===== config.mk =====
export PLATFORM = sky130hd
export DESIGN_NAME = hir_ctrl
export DESIGN_NICKNAME = d
export VERILOG_FILES = /design/src/sv/assert_macros.svh /design/src/sv/hir_pkg.sv /design/src/sv/hir_ctrl.sv
export SDC_FILE = /design/constraint.sdc
export NUM_CORES = 1
export LEC_CHECK = 0
export ABC_AREA = 1
export BUFFER_PORTS_ARGS = -buffer_cell sky130_fd_sc_hd__buf_2
export CAP_MARGIN = 40
export CORE_AREA = 2 2 39 41
export DETAILED_ROUTE_END_ITERATION = 10
export DIE_AREA = 0 0 41 43
export PLACE_DENSITY = 0.38
export SYNTH_ARGS = -nofsm -noshare
export SYNTH_HDL_FRONTEND = slang
export SYNTH_SLANG_ARGS = --single-unit

===== constraint.sdc =====
create_clock -name clk -period 3 [get_ports clk]
set_input_delay 0.45 -clock clk [delete_from_list [all_inputs] [get_ports clk]]
set_output_delay 0.45 -clock clk [all_outputs]
set_load 0.01 [all_outputs]

===== src/sv/assert_macros.svh =====
// Assertion macros used by the RTL.
`ifndef ASSERT_MACROS_SVH
`define ASSERT_MACROS_SVH

`ifndef NO_ASSERTIONS
`define ASSERT_CLK_RST(label, clk, rst_n, prop, msg) \
	label: assert property (@(posedge clk) disable iff (!rst_n) prop) else $error(msg);
`define ASSERT_CLK(label, clk, prop, msg) \
	label: assert property (@(posedge clk) prop) else $error(msg);
`else
`define ASSERT_CLK_RST(label, clk, rst_n, prop, msg)
`define ASSERT_CLK(label, clk, prop, msg)
`endif

`endif


===== src/sv/hir_pkg.sv =====
package hir_pkg;

	localparam int CAP_W = 11;
	localparam int IDX_W = 64;
	localparam int PLD_W = 64;

	localparam logic [CAP_W-1:0] CAP_RESET = 11'd1024;

	localparam logic FUNC_PUSH = 1'b0;
	localparam logic FUNC_READ = 1'b1;

	typedef struct packed {
		logic             func;
		logic [IDX_W-1:0] block_index;
		logic [PLD_W-1:0] block_payload;
	} req_item_t;

	typedef struct packed {
		logic             hit;
		logic [PLD_W-1:0] read_payload;
		logic             is_empty;
		logic [IDX_W-1:0] oldest_index;
		logic [IDX_W-1:0] newest_index;
	} rsp_item_t;

	typedef enum logic [1:0] {
		ST_IDLE,
		ST_CALC,
		ST_ADDR,
		ST_LOAD
	} state_t;

	typedef struct packed {
		logic capture;
		logic calc;
		logic addr;
		logic load;
	} cmd_t;

	typedef struct packed {
		logic is_read;
	} sts_t;

endpackage


===== src/sv/hir_ctrl.sv =====
module hir_ctrl (
	input  logic          clk,
	input  logic          arst_n,
	input  logic          req_valid,
	output logic          req_ready,
	output logic          rsp_valid,
	input  logic          rsp_ready,
	input  hir_pkg::sts_t sts,
	output hir_pkg::cmd_t cmd
);
	import hir_pkg::*;

	state_t state_q, state_nxt;
	logic   rsp_valid_q;
	logic   rsp_free;

	assign rsp_free = !rsp_valid_q || rsp_ready;

	always_comb begin
		state_nxt = state_q;
		case (state_q)
			ST_IDLE: begin
				if (req_valid) begin
					state_nxt = ST_CALC;
				end
			end
			ST_CALC: begin
				state_nxt = sts.is_read ? ST_ADDR : ST_LOAD;
			end
			ST_ADDR: begin
				state_nxt = ST_LOAD;
			end
			ST_LOAD: begin
				if (rsp_free) begin
					state_nxt = ST_IDLE;
				end
			end
			default: begin
				state_nxt = ST_IDLE;
			end
		endcase
	end

	always_comb begin
		cmd       = '0;
		req_ready = 1'b0;
		case (state_q)
			ST_IDLE: begin
				req_ready   = 1'b1;
				cmd.capture = req_valid;
			end
			ST_CALC: cmd.calc = 1'b1;
			ST_ADDR: cmd.addr = 1'b1;
			ST_LOAD: cmd.load = rsp_free;
			default: cmd = '0;
		endcase
	end

	always_ff @(posedge clk or negedge arst_n) begin
		if (!arst_n) begin
			state_q     <= ST_IDLE;
			rsp_valid_q <= 1'b0;
		end else begin
			state_q <= state_nxt;
			// a freshly loaded beat wins over the one just taken
			if (cmd.load) begin
				rsp_valid_q <= 1'b1;
			end else if (rsp_ready) begin
				rsp_valid_q <= 1'b0;
			end
		end
	end

	assign rsp_valid = rsp_valid_q;

endmodule


==> impl_results.md, run 1 <==
- H-tree levels: 1
- Final Cell Area: 340.3 um2
- R2R cell count: 6
- IO Pins: 11
- Worst EP required: 2550 ps
- Yosys cell types: 9
- Int Pwr: 0.1915 mW
- Worst Skew: 0.2716 ps
- Via Count: 220
- Initial core utilization: 16.91%
- Initial antenna violation count: 0
- Clk Latency, worst-skew pair: 230 ps
- Post-DR wirelength/cell: 7.262 um
- 1st-pass router iterations: 1
- Relative slew margins: 89.26%
- Largest net degree at the start of global routing: 6
- Worst slew pin tran: 161.1 ps
- Sequential power share: 25.8%
- Most used cell, CP: inv_1
- Syn_nets: 39
- Clock network power share: 20.5%
- CP Depth: 5
- Max Freq: 605.2 MHz
- Setup TNS: 0 ps
- IO buf count: 10
- Run status: finished, final reports clean
- GP Congestion: 0.5767
- Top cell family by delay on the critical path: flip-flops
- Setup bufs post-CTS: 0
- Crit Path Category: reg2out
- GRT Residual Overflow: 0
- Cells on Worst Hold Path: 4
- Detail Placement HPWL: 376.4 um
- RSZ-0062 raised after global routing: no
- Worst r2r src: state_q[0]$_DFFE_PN0P_
- Post-CTS Hold Fix Bufs: 1
- Placed inst area: 304.0 um2
- CP endpoint kind: primary output
- Data arrival, critical path: 1200 ps
- Syn Inst Count: 30
- Drt first-iter violations: 0
- ANT cells: 0
- Row count: 14
- Clock slew at reported path FFs: 40 ps
- Min cycle time layout: 1652 ps
- CP Cell Sequence: inv_1 -> ha_1 -> nand2_1 -> inv_1 -> buf_2
- Max Cap Violations: 0
- Final period util: 55.08%
- Nets: 55
- Most frequent cells in the layout: buf_2, nand2_1, inv_1
- Clock sinks: 3
- Critical Path Start: state_q[1]$_DFFE_PN0P_
- CP startpoint kind: register
- Lkg Pwr: 0.2184 nW
- CTS root buffer: clkbuf_4
- # DRC: 0
- Syn avg cell area: 7.799 um2
- Share of cells above drive strength 1: 35.56%
- Synthesized cell area: 234.0 um2
- Logic pwr share: 53.7%
- Max stage delay cell, worst path: dfrtp_1
- Max-slew violation count: 0
- P per Cell Area: 987.8 mW/mm2
- Hold WC Path Type: in2reg
- Routed WL: 443 um
- Switching portion of total power: 43.03%
- Area growth syn-to-layout: 45.45%
- Worst hold start: rsp_ready
- Worst vdd ir: 286.4 uV
- Worst stage delay on the critical path: 410 ps
- Die ar.: 0.001763 mm2
- CTS buffer count: 3
- Vias in the first global route: 225
- Seq/Total Area, Yosys: 32.09%
- CP bufs+invs: 3
- First-pass GRT wire length: 731 um
- #FFs+latches synth: 3
- Clock Tree Buf Depth: 2
- Synth Warn #: 0
- Die H: 43 um
- Switch Pwr: 0.1447 mW
- Antenna viol nets, final: 0
- Worst Path Max Fanout: 4
- Placeable Area: 0.001384 mm2
- TritonCTS clock tree: done
- Setup violators final: 0
- Die W: 41 um
- GRT Total Usage: 6.533%
- Drt via density: 3.607
- Most common cell after layout, fill and taps aside: buf_2
- Final hold vios: 0
- Post-cts resize count: 0
==> power groups by stage <==
| stage | logic (mW) | clock network [mW] | registers [mW] |
|---|---|---|---|
| 6_report | 0.181 | 0.0689 | 0.0867 |
| 5_1_grt | 0.209 | 0.0743 | 0.0911 |
| 3_3_place_gp | 0.182 | 0 | 0.0895 |
| 3_5_place_dp | 0.185 | 0 | 0.0874 |
| 4_1_cts | 0.187 | 0.0740 | 0.0870 |
| 2_1_floorplan | 0.127 | 0 | 0.0858 |
==> final cells by class <==
cell class	instances	area (um2)
Multi-Input combinational cell	20	132.6
Fill cell	161	1044
Clock buffer	4	26.28
Timing Repair Buffer	11	60.06
Tap cell	16	20.02
Inverter	7	26.28
Sequential cell	3	75.07
==> metal layers <==
layer | wire length [um] | global-route usage, %
met1 | 155 | 5.806
met2 | 251 | 10.00
met3 | 36 | 1.571
met4 | 0 | 8.000
met5 | 0 | 0
==> cell families after synthesis <==
family	share of synthesized area [%]
fa+ha+maj	21.39
compound gates	5.347
flops	32.08
buf+inv	11.23
simple gates	29.95
==> sequential cells by signal, indices dropped and copies added, names as in the netlist <==
signal	count
rsp_valid	1
state_q	2
==> cells in the mapped netlist <==
cell      number  area [um2]
o21bai_1       1       7.510
nand3_2        2       20.02
a21oi_1        1       5.000
dfrtp_1        3       75.07
ha_1           4       50.05
nand2_2        1       6.260
nand2_1        9       33.78
nand3_1        2       10.01
inv_1          7       26.28
==> per-stage QoR <==
step | power (mW) | util [%] | setup WS (ps) | instances | hold WS [ps]
4_1_cts | 0.3479 | 24.59 | 1316 | 61 | 483.5
3_3_place_gp | 0.2718 | 21.97 | 1577 | 56 | 248.5
5_1_grt | 0.3740 | 24.59 | 1231 | 61 | 527.1
6_report | 0.3362 | 24.59 | 1348 | 61 | 489.5
2_1_floorplan | 0.2124 | - | 1668 | 30 | 154.4
3_5_place_dp | 0.2724 | 21.97 | 1572 | 56 | 247.1
==> worst min-delay path: cells and delay by family <==
family        cells  cell delay (ps)
simple gates      2               90
buf+inv           2              120
==> final timing paths <==
path	endpoint	slack, ps
max in group asynchronous	state_q[0]$_DFFE_PN0P_	2350
hold / removal	rsp_valid$_DFFE_PN0P_	490
min in group asynchronous	state_q[1]$_DFFE_PN0P_	550
setup / recovery	cmd[3]	1350
setup reg to reg	state_q[0]$_DFFE_PN0P_	1860
hold reg to reg	rsp_valid$_DFFE_PN0P_	530
(Power assumes the default switching activity.)
==> inputs of run 2 (changes only) <==
--- a/config.mk
+++ b/config.mk
@@ -5,7 +5,7 @@
 export SDC_FILE = /design/constraint.sdc
 export NUM_CORES = 1
 export LEC_CHECK = 0
-export ABC_AREA = 1
+export ABC_AREA = 0
 export BUFFER_PORTS_ARGS = -buffer_cell sky130_fd_sc_hd__buf_2
 export CAP_MARGIN = 40
 export CORE_AREA = 2 2 39 41
==> constraint.sdc (replaced) <==
create_clock -name clk -period 1.7 [get_ports clk]
set_input_delay 0.255 -clock clk [delete_from_list [all_inputs] [get_ports clk]]
set_output_delay 0.255 -clock clk [all_outputs]
set_load 0.01 [all_outputs]
==> run 2 against run 1 <==
Effect of this change: area after synthesis shrank 1.1%; worst hold slack lost 160 ps; core utilization shrank 0.18 points; count of clock-buffer cells in the layout is the same; synthesized cell count shrank 30%; largest power group unchanged; flip-flop and latch count is the same; first-iteration DRC count grew 5; power grew 87%; combinational power grew 89%.
==> impl_results.md, run 2 <==
- Worst Skew: 2.896 ps
- Syn Inst Count: 21
- Tot Pwr: 0.6282 mW
- Final hold vios: 0
- Worst Path Max Fanout: 5
- Worst slew pin tran: 177.6 ps
- Largest net degree at the start of global routing: 6
- # DRC: 0
- Die ar.: 0.001763 mm2
- Final period util: 89.32%
- Clock slew at reported path FFs: 40 ps
- Area growth syn-to-layout: 45.95%
- Detail Placement HPWL: 396.9 um
- Ys flop type: dfrtp_1
- Vias in the first global route: 171
- 1st-pass router iterations: 3
- Area leader, netlist: dfrtp_1
- RSZ-0062 raised after global routing: no
- Most flops, register: state_q
- CTS root buffer: clkbuf_4
- Via Count: 194
- P per Cell Area: 1860 mW/mm2
- First-pass GRT wire length: 752 um
- Data arrival, critical path: 1260 ps
- Drt via density: 3.731
- Initial antenna violation count: 0
- GRT Total Usage: 7.430%
- Die H: 43 um
- Routed WL: 486 um
- CTS buffer count: 3
- GP Congestion: 0.6168
- Initial core utilization: 16.73%
- Clk Latency, worst-skew pair: 230 ps
- Most frequent cells in the layout: buf_2, ha_1
- Setup TNS: 0 ps
- Largest cells by area after synthesis: dfrtp_1, ha_1, nand3b_4
- Syn_nets: 30
- TritonCTS clock tree: done
- Min cycle time layout: 1518 ps
- Max-slew violation count: 0
- CP endpoint kind: primary output
- Most common cell after layout, fill and taps aside: buf_2
- Post-DR wirelength/cell: 9.346 um
- Setup bufs post-CTS: 0
- Max Freq: 658.6 MHz
- #FFs+latches synth: 3
- GRT Residual Overflow: 0
- Share of cells above drive strength 1: 47.22%
- Nets: 46
- Ys async rst share: 100.0%
- CP startpoint kind: register
- ANT cells: 0
- Antenna viol nets, final: 0
- Worst EP required: 1440 ps
- Max Cap Violations: 0
- Synth Warn #: 0
- Synthesized cell area: 231.5 um2
- Top-count cell post-synth: ha_1
- IO buf count: 10
- Syn avg cell area: 11.02 um2
- H-tree levels: 1
- Die W: 41 um
- Clock sinks: 3
- Lkg Pwr: 0.1951 nW
- Worst vdd ir: 547.5 uV
- Commonest cells post-synth: ha_1, dfrtp_1, inv_1, nand2b_1
- Drt first-iter violations: 5
- Number of flops mapped to enable cells by yosys: 0
- Seq/Total Area, Yosys: 32.43%
- Clock Tree Buf Depth: 2
- Synth top area share: 32.43%
- Row count: 14
- Max reg flops: 2
- Relative slew margins: 88.16%
- Placeable Area: 0.001384 mm2
- Crit Path Category: reg2out
- Yosys cell types: 12
- Setup violators final: 0
- Utilization after layout: 24.41%
- Run status: finished, final reports clean
- IO Pins: 11
- Hold WC Path Type: in2reg
## run 2: changes by cell type after synthesis, moves of 2 or more
cell	previous run	this run
nand3_1	2	0
nand2b_1	0	3
nand3_2	2	0
nand2_1	9	0
inv_1	7	3
## run 2: cells by family after synthesis
logic type / after synthesis / share of synthesized area, %
flops: 3 / 32.43
compound gates: 3 / 10.27
simple gates: 7 / 24.33
mux: 1 / 6.485
buf+inv: 3 / 4.865
fa+ha+maj: 4 / 21.62
## run 2: power by group
part	switching [mW]	total [mW]	internal (mW)
Combinational	0.164	0.342	0.178
Sequential	0.0500	0.162	0.112
Clock	0.0366	0.125	0.0879
Total	0.250	0.628	0.378
## run 2: stage by stage
step | instances | hold WS [ps] | setup slack (ps) | area [um2]
finish | 52 | 329.3 | 181.6 | 337.8
global route | 52 | 350.4 | 75.81 | 337.8
CTS | 52 | 329.1 | 161.1 | 337.8
detailed placement | 47 | 54.80 | 282.1 | 301.5
global placement | 47 | 56.36 | 307.9 | 301.5
floorplan | 21 | -40.59 | 313.1 | 231.5
## run 2: cell type report
class	count	area [um2]
multi-input combinational	15	145.1
sequential	3	75.07
tap	16	20.02
timing repair buffer	11	60.06
inverter	3	11.26
clock buffer	4	26.28
fill	148	1046
## run 2: final timing paths
| path | startpoint | end | slack [ps] | depth (start not counted) |
|---|---|---|---|---|
| max in group asynchronous | arst_n | rsp_valid$_DFFE_PN0P_ | 1240 | 2 |
| min reg2reg | rsp_valid$_DFFE_PN0P_ | rsp_valid$_DFFE_PN0P_ | 590 | 2 |
| max reg2reg | state_q[0]$_DFFE_PN0P_ | state_q[1]$_DFFE_PN0P_ | 290 | 5 |
| min in group asynchronous | arst_n | state_q[1]$_DFFE_PN0P_ | 350 | 2 |
| max | state_q[0]$_DFFE_PN0P_ | cmd[3] | 180 | 4 |
| min | rsp_ready | rsp_valid$_DFFE_PN0P_ | 330 | 3 |
## run 2: worst max-delay path, stage by stage (launching register included)
cell and delay (ps):
dfrtp_1 410, inv_1 100, ha_1 240, and2_1 150, buf_2 130
## run 2: what timing repair did
item,CTS,global route
resized for setup,0,0
hold endpoints to repair,3,0
hold buffers,1,0
## run 2: metal layers
| layer | share of wire, % | vias to the layer above | global-route usage, % |
|---|---|---|---|
| met4 | 3.1 | 0 | 10.00 |
| met2 | 38 | 13 | 6.875 |
| met3 | 14 | 2 | 4.712 |
| met5 | 0 | - | 0 |
| met1 | 44 | 82 | 9.003 |
| li1 | - | 97 | - |
==> inputs of run 3 (changes only) <==
--- a/config.mk
+++ b/config.mk
@@ -11,7 +11,6 @@
 export CORE_AREA = 2 2 39 41
 export DETAILED_ROUTE_END_ITERATION = 10
 export DIE_AREA = 0 0 41 43
-export PLACE_DENSITY = 0.38
 export SYNTH_ARGS = -nofsm -noshare
 export SYNTH_HDL_FRONTEND = slang
 export SYNTH_SLANG_ARGS = --single-unit
==> run 3 against run 2 <==
Effect of this change: setup slack gained 14 ps; critical endpoint unchanged; worst hold slack worse by 14 ps; sequential power decreased by 2%; register-to-register slack is essentially flat; via count is 6.7% lower; cell count did not move; largest cell class unchanged; highest routed layer is now met3; global-route usage down 1.9 points; maximum frequency increased by 0.93%; clock skew decreased by 0.52 ps; power fell by 1.8%; non-clock buffer count stayed put; die area unchanged.
==> impl_results.md, run 3 (synthesis gave the netlist of run 2 again) <==
- Run status: finished, final reports clean
- Placeable Area: 0.001384 mm2
- WHS: 315.0 ps
- P per Cell Area: 1826 mW/mm2
- GRT Total Usage: 5.539%
- ANT cells: 0
- Worst vdd ir: 696.3 uV
- Clock slew at reported path FFs: 40 ps
- IO buf count: 10
- Area growth syn-to-layout: 45.95%
- Post-DR wirelength/cell: 7.596 um
- Antenna viol nets, final: 0
- H-tree levels: 1
- CP startpoint kind: register
- Most flops, register: state_q
- Placed inst area: 301.5 um2
- Worst slew pin tran: 160.2 ps
- Drt first-iter violations: 1
- Cell total after placement: 47
- Max reg flops: 2
- CTS buffer count: 3
- Max Cap Violations: 0
- Initial core utilization: 16.73%
- Die H: 43 um
- Most common cell after layout, fill and taps aside: buf_2
- # DRC: 0
- Data arrival, critical path: 1250 ps
- Share of cells above drive strength 1: 47.22%
- Routed WL: 395 um
- GRT Residual Overflow: 0
- Row count: 14
- TritonCTS clock tree: done
- Setup violators final: 0
- Cell Count, Final, Fillers Out: 52
- Detail Placement HPWL: 340.5 um
- CTS root buffer: clkbuf_4
- Final period util: 88.49%
- Clock Tree Buf Depth: 2
- Most frequent cells in the layout: buf_2, ha_1
- Worst Path Max Fanout: 5
- Setup TNS: 0 ps
- Final Cell Area: 337.8 um2
- Clk Latency, worst-skew pair: 230 ps
- GP Congestion: 0.6727
- Crit Path Category: reg2out
- Final hold vios: 0
- Hold WC Path Type: in2reg
- Min cycle time layout: 1504 ps
- Utilization after layout: 24.41%
- RSZ-0062 raised after global routing: no
- Via Count: 181
- IO Pins: 11
- Max-slew violation count: 0
- Nets: 46
- Drt via density: 3.481
- Vias in the first global route: 166
- 1st-pass router iterations: 2
- Clock sinks: 3
- Setup bufs post-CTS: 0
- Worst Skew: 2.381 ps
- Worst EP required: 1440 ps
- Initial antenna violation count: 0
- Lkg Pwr: 0.1951 nW
- First-pass GRT wire length: 593 um
- Max Freq: 664.7 MHz
- Die ar.: 0.001763 mm2
- Relative slew margins: 89.27%
- Largest net degree at the start of global routing: 6
- Die W: 41 um
- CP endpoint kind: primary output
run 3: path summary, 6_finish.rpt:
kind / cells past startpoint / slack [ps] / end / from
setup / recovery: 4 / 200 / cmd[3] / state_q[0]$_DFFE_PN0P_
hold / removal: 3 / 320 / rsp_valid$_DFFE_PN0P_ / rsp_ready
setup reg to reg: 5 / 280 / state_q[1]$_DFFE_PN0P_ / state_q[0]$_DFFE_PN0P_
hold reg to reg: 2 / 580 / rsp_valid$_DFFE_PN0P_ / rsp_valid$_DFFE_PN0P_
max in group asynchronous: 2 / 1240 / state_q[1]$_DFFE_PN0P_ / arst_n
min in group asynchronous: 2 / 350 / rsp_valid$_DFFE_PN0P_ / arst_n
run 3: what timing repair did:
item                      CTS  global route
resized for setup           0             0
hold buffers                1             0
hold endpoints to repair    3             0
run 3: critical path, stage by stage, from the launching register on:
cell and delay, ps:
dfrtp_1 400, inv_1 100, ha_1 250, and2_1 150, buf_2 130
run 3: stage by stage:
stage / power (mW) / setup slack, ps
2_1_floorplan: 0.4063 / 313.1
3_3_place_gp: 0.4983 / 314.2
3_5_place_dp: 0.5008 / 291.8
4_1_cts: 0.6307 / 185.3
5_1_grt: 0.6750 / 133.2
6_report: 0.6170 / 195.6
run 3: layout make-up:
| type | count | area (um2) |
|---|---|---|
| sequential | 3 | 75.07 |
| fill | 155 | 1046 |
| multi-input combinational | 15 | 145.1 |
| timing repair buffer | 11 | 60.06 |
| clock buffer | 4 | 26.28 |
| tap | 16 | 20.02 |
| inverter | 3 | 11.26 |
run 3: layer usage:
layer | GRT usage [%] | up-vias | wire [um]
met3 | 3.141 | 0 | 32
li1 | - | 97 | -
met5 | 0 | - | 0
met1 | 5.844 | 76 | 180
met4 | 6.000 | 0 | 0
met2 | 6.875 | 8 | 182
run 3: where the power goes:
group | switching (mW) | internal (mW) | total (mW)
registers | 0.0460 | 0.112 | 0.158
logic | 0.160 | 0.177 | 0.337
clock network | 0.0349 | 0.0878 | 0.123
